**src/rtl/srtf_pkg.sv**
```systemverilog
// ----------------------------------------------------------------------------
// srtf_pkg
// Types, constants and helpers shared by the shortest-remaining-time scheduler.
// ----------------------------------------------------------------------------
package srtf_pkg;

	localparam int JOB_SLOTS = 16;
	localparam int TIME_BITS = 16;
	localparam int SLOT_BITS = $clog2(JOB_SLOTS);
	localparam int CNT_BITS  = $clog2(JOB_SLOTS + 1);

	typedef logic [TIME_BITS-1:0] time_t;
	typedef logic [SLOT_BITS-1:0] slot_t;
	typedef logic [CNT_BITS-1:0]  cnt_t;

	localparam time_t TIME_MAX  = '1;
	localparam cnt_t  SLOTS_CNT = cnt_t'(JOB_SLOTS);

	typedef enum logic [1:0] {
		OP_LOAD  = 2'd0,
		OP_TICK  = 2'd1,
		OP_CLEAR = 2'd2,
		OP_NONE  = 2'd3
	} op_t;

	typedef enum logic [1:0] {
		STS_OK    = 2'd0,
		STS_FULL  = 2'd1,
		STS_ZERO  = 2'd2,
		STS_SPARE = 2'd3
	} status_code_t;

	typedef enum logic [3:0] {
		S_IDLE   = 4'b0001,
		S_SCAN   = 4'b0010,
		S_DRAIN  = 4'b0100,
		S_UPDATE = 4'b1000
	} fsm_t;

	typedef struct packed {
		time_t arrival;
		time_t burst;
		time_t remaining;
		logic  done;
	} job_t;

	typedef struct packed {
		logic  wr_en;
		slot_t wr_addr;
		job_t  wr_data;
		logic  rd_en;
		slot_t rd_addr;
	} mem_req_t;

	function automatic time_t sat_inc(input time_t v);
		sat_inc = (v == TIME_MAX) ? TIME_MAX : time_t'(v + time_t'(1));
	endfunction

endpackage

```
**src/rtl/srtf_job_mem.sv**
```systemverilog
// ----------------------------------------------------------------------------
// srtf_job_mem
// Job table: one write port, one read port, registered read data.
// ----------------------------------------------------------------------------
module srtf_job_mem
	import srtf_pkg::*;
(
	input  logic     clk,
	input  mem_req_t req,
	output job_t     rdata
);

	job_t mem [JOB_SLOTS];

	always_ff @(posedge clk) begin
		if (req.wr_en) begin
			mem[req.wr_addr] <= req.wr_data;
		end
	end

	always_ff @(posedge clk) begin
		if (req.rd_en) begin
			rdata <= mem[req.rd_addr];
		end
	end

endmodule

```
**src/rtl/shortest_remaining_time_scheduler.sv**
```systemverilog
// ----------------------------------------------------------------------------
// shortest_remaining_time_scheduler
// Preemptive SRTF scheduler over a table of job slots held in one memory.
// ----------------------------------------------------------------------------
// Load, clear and unused items complete in the cycle they are accepted. A tick
// reads the job table one slot per cycle through the single memory read port,
// passing from the accept through the scan, a drain state for the registered
// read, and an update state that writes the chosen job back and registers the
// result. A tick on an empty table completes at once. The table needs no
// clearing after reset; only slots below the fill count are read.
// While a result waits in the output register a tick may still be accepted
// and scanned; its result is held back until the output register is free.
module shortest_remaining_time_scheduler
	import srtf_pkg::*;
(
	input  logic        clk,
	input  logic        arst_n,
	input  logic        req_valid,
	output logic        req_stall,
	input  logic [1:0]  operation,
	input  logic [15:0] arrival_time,
	input  logic [15:0] burst_time,
	output logic        rsp_valid,
	input  logic        rsp_stall,
	output logic [1:0]  status,
	output logic        ran_valid,
	output logic [3:0]  ran_slot,
	output logic        job_finished,
	output logic [15:0] finish_time,
	output logic [15:0] turnaround_time,
	output logic [15:0] waiting_time,
	output logic [15:0] now_time,
	output logic [15:0] idle_ticks
);

	fsm_t     state_q;
	cnt_t     loaded_q;
	time_t    clock_q;
	time_t    idle_q;
	slot_t    scan_q;
	logic     rd_vld_s1;
	slot_t    rd_slot_s1;
	logic     found_q;
	slot_t    best_slot_q;
	job_t     best_q;
	job_t     rdata;
	mem_req_t mem_req;

	logic         rsp_valid_q;
	status_code_t status_q;
	logic         ran_valid_q;
	slot_t        ran_slot_q;
	logic         finished_q;
	time_t        finish_q;
	time_t        tat_q;
	time_t        wait_q;
	time_t        now_q;
	time_t        idle_out_q;

	op_t   op;
	logic  tick_scan;
	logic  out_free;
	logic  accept;
	logic  load_ok;
	logic  scan_last;
	logic  better;
	logic  upd_fire;
	logic  rsp_load;
	time_t clk_new;
	time_t idle_new;
	time_t rem_new;
	logic  fin_new;
	time_t tat_new;
	time_t wait_new;

	srtf_job_mem u_mem (
		.clk   (clk),
		.req   (mem_req),
		.rdata (rdata)
	);

	always_comb begin
		op        = op_t'(operation);
		tick_scan = (op == OP_TICK) && (loaded_q != '0);
		out_free  = !rsp_valid_q || !rsp_stall;
		req_stall = (state_q != S_IDLE) || (!out_free && !tick_scan);
		accept    = req_valid && !req_stall;
		load_ok   = (op == OP_LOAD) && (burst_time != '0) && (loaded_q < SLOTS_CNT);
		scan_last = (cnt_t'(scan_q) + cnt_t'(1)) == loaded_q;
		better    = rd_vld_s1 && !rdata.done && (rdata.arrival <= clock_q) &&
			(!found_q || (rdata.remaining < best_q.remaining));
		upd_fire  = (state_q == S_UPDATE) && out_free;
		rsp_load  = (accept && !tick_scan) || upd_fire;

		clk_new  = sat_inc(clock_q);
		idle_new = sat_inc(idle_q);
		rem_new  = (best_q.remaining != '0) ? time_t'(best_q.remaining - time_t'(1)) : '0;
		fin_new  = (rem_new == '0);
		tat_new  = (clk_new >= best_q.arrival) ? time_t'(clk_new - best_q.arrival) : '0;
		wait_new = (tat_new >= best_q.burst) ? time_t'(tat_new - best_q.burst) : '0;

		mem_req.rd_en = (state_q == S_SCAN);
		mem_req.rd_addr = scan_q;
		if (state_q == S_UPDATE) begin
			mem_req.wr_en   = upd_fire && found_q;
			mem_req.wr_addr = best_slot_q;
			mem_req.wr_data = '{arrival: best_q.arrival, burst: best_q.burst,
				remaining: rem_new, done: fin_new};
		end else begin
			mem_req.wr_en   = accept && load_ok;
			mem_req.wr_addr = loaded_q[SLOT_BITS-1:0];
			mem_req.wr_data = '{arrival: arrival_time, burst: burst_time,
				remaining: burst_time, done: 1'b0};
		end
	end

	always_ff @(posedge clk or negedge arst_n) begin
		if (!arst_n) begin
			state_q   <= S_IDLE;
			loaded_q  <= '0;
			clock_q   <= '0;
			idle_q    <= '0;
			rd_vld_s1 <= 1'b0;
			found_q   <= 1'b0;
			rsp_valid_q <= 1'b0;
		end else begin
			rd_vld_s1 <= (state_q == S_SCAN);
			if (rsp_load) begin
				rsp_valid_q <= 1'b1;
			end else if (!rsp_stall) begin
				rsp_valid_q <= 1'b0;
			end
			if (better) begin
				found_q <= 1'b1;
			end
			case (state_q)
				S_IDLE: begin
					if (accept) begin
						if (tick_scan) begin
							found_q <= 1'b0;
							state_q <= S_SCAN;
						end else begin
							case (op)
								OP_LOAD: begin
									if (load_ok) begin
										loaded_q <= cnt_t'(loaded_q + cnt_t'(1));
									end
								end
								OP_TICK: begin
									clock_q <= clk_new;
									idle_q  <= idle_new;
								end
								OP_CLEAR: begin
									loaded_q <= '0;
									clock_q  <= '0;
									idle_q   <= '0;
								end
								default: begin
								end
							endcase
						end
					end
				end
				S_SCAN: begin
					if (scan_last) begin
						state_q <= S_DRAIN;
					end
				end
				S_DRAIN: begin
					state_q <= S_UPDATE;
				end
				S_UPDATE: begin
					if (upd_fire) begin
						clock_q     <= clk_new;
						if (!found_q) begin
							idle_q <= idle_new;
						end
						state_q <= S_IDLE;
					end
				end
				default: begin
					state_q <= S_IDLE;
				end
			endcase
		end
	end

	// scan datapath
	always_ff @(posedge clk) begin
		rd_slot_s1 <= scan_q;
		if (state_q == S_SCAN) begin
			scan_q <= slot_t'(scan_q + slot_t'(1));
		end else begin
			scan_q <= '0;
		end
		if (better) begin
			best_q      <= rdata;
			best_slot_q <= rd_slot_s1;
		end
	end

	// result register
	always_ff @(posedge clk) begin
		if (accept && !tick_scan) begin
			ran_valid_q <= 1'b0;
			finished_q  <= 1'b0;
			finish_q    <= '0;
			tat_q       <= '0;
			wait_q      <= '0;
			ran_slot_q  <= '0;
			status_q    <= STS_OK;
			now_q       <= clock_q;
			idle_out_q  <= idle_q;
			case (op)
				OP_LOAD: begin
					if (burst_time == '0) begin
						status_q <= STS_ZERO;
					end else if (!load_ok) begin
						status_q <= STS_FULL;
					end else begin
						ran_slot_q <= loaded_q[SLOT_BITS-1:0];
					end
				end
				OP_TICK: begin
					now_q      <= clk_new;
					idle_out_q <= idle_new;
				end
				OP_CLEAR: begin
					now_q      <= '0;
					idle_out_q <= '0;
				end
				default: begin
				end
			endcase
		end else if (upd_fire) begin
			status_q    <= STS_OK;
			now_q       <= clk_new;
			ran_valid_q <= found_q;
			ran_slot_q  <= found_q ? best_slot_q : '0;
			finished_q  <= found_q && fin_new;
			finish_q    <= (found_q && fin_new) ? clk_new : '0;
			tat_q       <= (found_q && fin_new) ? tat_new : '0;
			wait_q      <= (found_q && fin_new) ? wait_new : '0;
			idle_out_q  <= found_q ? idle_q : idle_new;
		end
	end

	assign rsp_valid       = rsp_valid_q;
	assign status          = status_q;
	assign ran_valid       = ran_valid_q;
	assign ran_slot        = ran_slot_q;
	assign job_finished    = finished_q;
	assign finish_time     = finish_q;
	assign turnaround_time = tat_q;
	assign waiting_time    = wait_q;
	assign now_time        = now_q;
	assign idle_ticks      = idle_out_q;

endmodule
```
**config.mk**
```make
export PLATFORM = sky130hd
export DESIGN_NAME = shortest_remaining_time_scheduler
export DESIGN_NICKNAME = d
export VERILOG_FILES = /design/src/rtl/srtf_pkg.sv /design/src/rtl/srtf_job_mem.sv /design/src/rtl/shortest_remaining_time_scheduler.sv
export SDC_FILE = /design/constraint.sdc
export NUM_CORES = 1
export LEC_CHECK = 0
export BUFFER_PORTS_ARGS = -buffer_cell sky130_fd_sc_hd__buf_2
export CORE_ASPECT_RATIO = 1.75
export CORE_MARGIN = 1
export CORE_UTILIZATION = 60
export DETAILED_ROUTE_END_ITERATION = 12
export HOLD_SLACK_MARGIN = 0.02
export PLACE_DENSITY = 0.84
export SETUP_SLACK_MARGIN = 0.15
export SLEW_MARGIN = 20
export SYNTH_ARGS = -nofsm -noshare
export SYNTH_HDL_FRONTEND = slang
export SYNTH_SLANG_ARGS = --single-unit
```
**constraint.sdc**
```tcl
create_clock -name clk -period 7.5 [get_ports clk]
set_clock_uncertainty 0.15 [all_clocks]
set_input_delay 0.375 -clock clk [delete_from_list [all_inputs] [get_ports clk]]
set_output_delay 0.375 -clock clk [all_outputs]
set_load 0.01 [all_outputs]
```
## Yosys cells after proc, flatten, opt, wreduce, memory -nomap -nowiden

Memory sizes are Yosys's and may differ from the RTL's. A register that Yosys moved wholly into a read port is not among the register bits.
Cells that the tools add are included.

- Bits in registers: 192
- RAM bits: 784
- Bits of input ports: 38
- Output and inout port bits: 90
- Memories kept: 1

Memories:

| name | words | width | read ports | clocked after Yosys merged registers in | wr ports | line | text |
|---|---|---|---|---|---|---|---|
| u_mem.mem | 16 | 49 | 1 | 1 | 1 | srtf_job_mem.sv:13 | `job_t mem [JOB_SLOTS];` |

- Add/subtract/negate cells: 8
- Order comparisons: 5
- Equal/unequal tests: 17
- Mux-type cells: 48
- Bitwise logic cells: 1
- Reduce and logical (&&, ||, !) cells: 36

Operators by type and width:

| operator | number |
|---|---|
| $mux 16 | 17 |
| $pmux 16 s2 | 4 |
| $mux 54 | 1 |
| $mux 4 | 10 |
| $add 16x1->16 const B | 2 |
| $eq 16x16->1 const B | 2 |
| $ge 16x16->1 | 2 |
| $logic_not 16->1 | 2 |
| $reduce_bool 16->1 | 2 |
| $sub 16x16->16 | 2 |
| $le 16x16->1 | 1 |
| $lt 16x16->1 | 1 |
| $pmux 4 s4 | 1 |
| $sub 16x1->16 const B | 1 |
| $logic_and 1x1->1 | 13 |
| $ne 2x2->1 const B | 5 |
| $pmux 5 s2 | 1 |
| $mux 1 | 9 |
| $mux 2 | 4 |
| $reduce_and 4->1 | 2 |
| $logic_not 1->1 | 7 |
| $reduce_bool 2->1 | 3 |
| $add 4x1->5 const B | 1 |
| $add 5x1->5 const B | 1 |
| other kinds (17) | 21 |

## Depth between registers and ports, before layout

- Depth in word-level cells: 11
- Mapped depth: 29
- Gate-level depth less buffers: 26

## By module

A second synthesis with hierarchy kept.

- Cell total of the unflattened synthesis: 2534
- Area total of the unflattened synthesis: 41946.5 um2

Modules (own cells, without submodules):

| module | times used | cells an instance | area each (um2) | sequential area each (um2) |
|---|---|---|---|---|
| srtf_job_mem | 1 | 1268 | 30827.1 | 25014.0 |
| shortest_remaining_time_scheduler | 1 | 1266 | 11119.4 | 4966.0 |

## Worst setup path after synthesis

No wires, ideal clock.

- Kind: reg-to-reg
- From: reg clock_q[1]
- To: reg best_q[10] in the netlist's numbering, enable pin
- Arrival: 5621 ps
- Path slack: 1188 ps
- Stages on the path, launching flop included: 11
- Path through: dfrtp_1 inv_1 ha_1 nor2b_1 o21ai_0 nand2b_1 a2111oi_0 o21ai_0 a21oi_1 o211a_1 a21boi_0

- Longest elaborated chain between the ends: 3

RTL lines:

| what | line | text |
|---|---|---|
| from (decl) | shortest_remaining_time_scheduler.sv:38 | `time_t clock_q;` |
| from (signal assigned) | shortest_remaining_time_scheduler.sv:150 | `clock_q <= clk_new;` |
| from (signal assigned) | shortest_remaining_time_scheduler.sv:174 | `clock_q <= clk_new;` |
| $le 16x16->1 | shortest_remaining_time_scheduler.sv:90 | `better = rd_vld_s1 && !rdata.done && (rdata.arrival <= clock_q) &&` |
| $logic_and 1x1->1 (2 in a row) | shortest_remaining_time_scheduler.sv:90 |  |
| via better | shortest_remaining_time_scheduler.sv:66 | `logic better;` |
| to (signal assigned) | shortest_remaining_time_scheduler.sv:197 | `best_q <= rdata;` |
| to (decl) | shortest_remaining_time_scheduler.sv:45 | `job_t best_q;` |

The timed path passes the listed nets, and every way through them passes these cells.
A chain may end at the register's enable or synchronous reset.

## Worst setup path in the final report

- From: reg clock_q[5]
- To: reg wait_q[4], in the netlist waiting_time[4]

- Longest elaborated chain between the ends: 7
- Elaborated cells between the ends (all ways): 10

RTL lines:

| what | line | text |
|---|---|---|
| $add 16x1->16 or $eq 16x16->1 (tied branches) | srtf_pkg.sv:56 | `sat_inc = (v == TIME_MAX) ? TIME_MAX : time_t'(v + time_t'(1));` |
| $mux 16 (*) | srtf_pkg.sv:56 |  |
| $ge 16x16->1 or $sub 16x16->16 (tied branches) | shortest_remaining_time_scheduler.sv:99 | `tat_new = (clk_new >= best_q.arrival) ? time_t'(clk_new - best_q.arrival) : '0;` |
| $mux 16 (*) | shortest_remaining_time_scheduler.sv:99 |  |
| $sub 16x16->16 or $ge 16x16->1 (tied branches) | shortest_remaining_time_scheduler.sv:100 | `wait_new = (tat_new >= best_q.burst) ? time_t'(tat_new - best_q.burst) : '0;` |
| $mux 16 (*) | shortest_remaining_time_scheduler.sv:100 |  |
| $mux 16 (*) | shortest_remaining_time_scheduler.sv:243 | `wait_q <= (found_q && fin_new) ? wait_new : '0;` |
| to (signal assigned) | shortest_remaining_time_scheduler.sv:243 |  |
| to (decl) | shortest_remaining_time_scheduler.sv:56 | `time_t wait_q;` |

Every way passes the cells marked *; elsewhere a longest branch is shown, timed or not.

==> summary.md <==
| Metric | Value |
|---|---|
| DR WL met2 | `57,100 um` |
| Fin crit share | `0.880` |
| Largest stage delay, worst path | `0.50 ns` |
| Fin. max-slew vios | `0` |
| VDD IR-drop max | `0.172 mV` |
| Crit end category | `flip-flop` |
| R2r endpoint | `waiting_time[4]` |
| Worst hold start | `arrival_time[3]` |
| Slowest stage cell, crit path | `nor4_1` |
| First-pass DRT Iterations | `7` |
| Hold slack | `0.0555 ns` |
| Initial antenna violation count | `2` |
| Top routing layer in use | `met5` |
| Static leakage | `16.0 nW` |
| Drt drc | `0` |
| WHS Path Cells | `3` |
| Post-synth EDFFs | `923` |
| Post-synth cell types | `68` |
| WL/cell | `28.4 um` |
| Clk slew on worst S/H paths | `0.07 ns` |
| Ys async rst share | `0.0429` |
| PD cells | `259 nW/um2` |
| Main combinational cell family by area after synthesis | `multiplexers` |
| Syn_area_per_cell | `15.1 um2` |
| Fmax | `152 MHz` |
| TritonCTS clock tree | `yes` |
| Hpwl dp | `64,100 um` |
| Vias per cell | `6.70` |
| Post-Route WL | `113,000 um` |
| Die area | `72,300 um2` |
| R2R Setup Slk | `0.90 ns` |
| Reg2Reg Depth | `24` |
| Worst Path Arrival | `6.98 ns` |
| M1 wire length | `37,000 um` |
| Status | `finished, final reports clean` |
| Ant. Diodes | `0` |
| Total GRT Usage | `0.315` |
| RePlAce Congestion | `0.914` |
| Setup WS pre-CTS | `0.512 ns` |
| Buffers on Ports | `127` |
| CTS max path bufs | `3` |
| Fraction of layout cells with a size suffix above 1 | `0.178` |
| Hold Violations, Final | `0` |
| Setup WS post-layout | `0.899 ns` |
| WHS Endpoint | `u_mem.mem[5][36]` |
| Setup Crit Path Kind | `reg2reg` |
| WP data required | `7.88 ns` |
| Antenna viol nets, final | `0` |
| XOR/XNOR Fraction of Synth Area | `0.0103` |
| Reg-to-reg startpoint | `clock_q[5]` |
| CTS buffer count | `86` |
| CTS H-tree depth | `3` |
| Post-synthesis adder-cell area fraction | `0.0220` |
| Core box area | `70,500 um2` |
| CP startpoint kind | `flip-flop` |
| I/O Pins | `128` |
| RSZ-0062 raised after global routing | `no` |
| Met3 wire len | `10,400 um` |
| Mapped Cells | `2,833` |
| Via count | `26,700` |
| Critical-path cell list | `inv_1, nor4_1, and3_1, nand3_1, nor3_2, nor2_1, inv_1, ha_1, nor2b_1, o31a_1, o31a_1, o41ai_2, a21oi_1, nor2_1, buf_4, nor2_1, ha_1, a21o_1, a21o_1, o31ai_1, a31oi_1, o41ai_1, a21o_4, o21ai_0` |
| Vias in the first global route | `26,900` |
| Row count | `129` |
| Mux contribution to synthesized area | `0.101` |
| Post-synthesis register bit count | `1,025` |
| Post-synthesis sequential area ratio | `0.702` |
| # setup viols final | `0` |
| Root buffer cell | `clkbuf_16` |
| Ys flop type | `edfxtp_1` |
| Post-Syn Nets | `2,945` |
| Initial core utilization | `0.606` |
| Most used cell, CP | `nor2_1` |
| Chip Width | `204 um` |
| Clock Latency Late Sink | `0.67 ns` |
| Compound-Gate Fraction of Synth Area | `0.0894` |
| Largest net degree at the start of global routing | `110` |
| Maxcap violations | `0` |
| Finished Layout Cells | `3,982` |
| Worst Tran Pin Value | `1.15 ns` |
| Post-CTS Setup Inserts | `0` |
| Syn-to-layout area delta | `11.6%` |
| First-pass GRT wire length | `165,000 um` |
| GRT overflow | `0` |
| YS warnings | `0` |
| Class of the worst hold path | `in2reg` |
| Clock sink count | `1,025` |
| Fin nets | `3,106` |
| Tmin final | `6.60 ns` |
| Die H | `355 um` |
| Top fanout value on the critical path | `22` |
| Sum Neg Setup Slack | `0 ns` |
| 1st-iter DRT viols | `3,199` |
| Post-Syn Area | `42,700 um2` |
| Rel. slew slack | `0.228` |
| Simple-gate area share of the yosys netlist | `0.0538` |
| Post-Place Cells | `3,807` |
-- logic make-up (layout without fill, tap and decap cells) --
logic type               after synthesis  count (layout)
buffers and inverters                246             478
XOR/XNOR                              50              50
AO/OA/AOI/OAI                        623             623
AND/OR/NAND/NOR                      514             514
adder cells (fa/ha/maj)               74              74
multiplexers                         301             301
flip-flops                          1025            1025
-- worst max-delay path, delay by kind of cell (launching register included) --
kind	cells	cell delay, ns
adder cells (fa/ha/maj)	2	0.65
AND/OR/NAND/NOR	8	1.87
AO/OA/AOI/OAI	11	2.85
flip-flops	1	0.48
buffers and inverters	3	0.47
-- registers in the layout (all words and copies together) (netlist names), 5 cells and up --
name             flops
turnaround_time     16
idle_ticks          16
loaded_q             5
best_q              48
u_mem.rdata         49
u_mem.mem          784
clock_q             16
waiting_time        16
now_time            16
finish_time         16
idle_q              16
-- worst max-delay path by stage --
stage / start / end / slack (ns) / cells after the start
after global routing: clock_q[5] / waiting_time[6] / 0.39 / 26
after global placement: clock_q[5] / waiting_time[13] / 0.72 / 26
final: clock_q[5] / waiting_time[4] / 0.90 / 24
after CTS: clock_q[5] / waiting_time[4] / 0.47 / 24
after floorplan: clock_q[1] / best_q[10] / 1.19 / 10
after detailed placement: clock_q[5] / waiting_time[4] / 0.51 / 24
-- final cells by class --
class	count	area (um2)
multi-input cells	1562	12000
fillers	4460	22900
well taps	917	1150
repair buffers	213	1330
inverters	106	399
flip-flops and latches	1025	30000
clock buffers	109	2340
clock inverters	50	472
-- stage by stage --
stage	cell area [um2]	power (W)	utilization
after floorplan	42700	0.00747	-
after global routing	47700	0.0127	0.676
after CTS	47500	0.0123	0.674
final	47700	0.0123	0.676
after detailed placement	44700	0.00789	0.634
after global placement	44700	0.00784	0.634
-- Yosys cell counts (all sizes together) (39+ instances only) --
cell type	number	area, um2
mux4	98	2210
ha	72	901
o21ai	291	1490
inv	106	398
mux2i	151	1510
nor2	111	417
a22oi	49	368
a221oi	49	429
clkbuf	116	435
dfrtp	43	1080
nand3	39	195
dfxtp	58	1160
mux2	52	586
a21oi	111	556
nand2	234	878
edfxtp	923	27700
-- cells in the final DEF (no fill, tap or decap), types with 73 or more instances in the layout --
master | synthesis | final
inv_1 | 106 | 104
a21oi_1 | 111 | 111
nor2_1 | 111 | 94
mux4_2 | 98 | 98
clkbuf_16 | 0 | 90
edfxtp_1 | 923 | 923
buf_2 | 4 | 126
o21ai_0 | 270 | 248
buf_4 | 0 | 73
mux2i_1 | 151 | 151
nand2_1 | 234 | 232
-- power breakdown --
group | total [W] | leakage, nW | internal [W] | switching [W]
registers | 0.00659 | 9.34 | 0.00642 | 0.000169
logic | 0.00122 | 5.28 | 0.000444 | 0.000776
clock network | 0.00451 | 1.36 | 0.00250 | 0.00201
-- layer usage --
layer | up-vias | global-route usage
met1 | 12900 | 0.360
met5 | - | 0
li1 | 11300 | -
met3 | 503 | 0.0483
met2 | 1975 | 0.539
met4 | 2 | 0.223
-- what timing repair did --
item / in CTS / in global routing
hold buffers: 3 / 1
endpoints found under the setup margin: 0 / 16
endpoints found under the hold margin: 46 / 2
gates resized for setup: 0 / 2
Note: power is estimated with default switching activity, not from simulation.
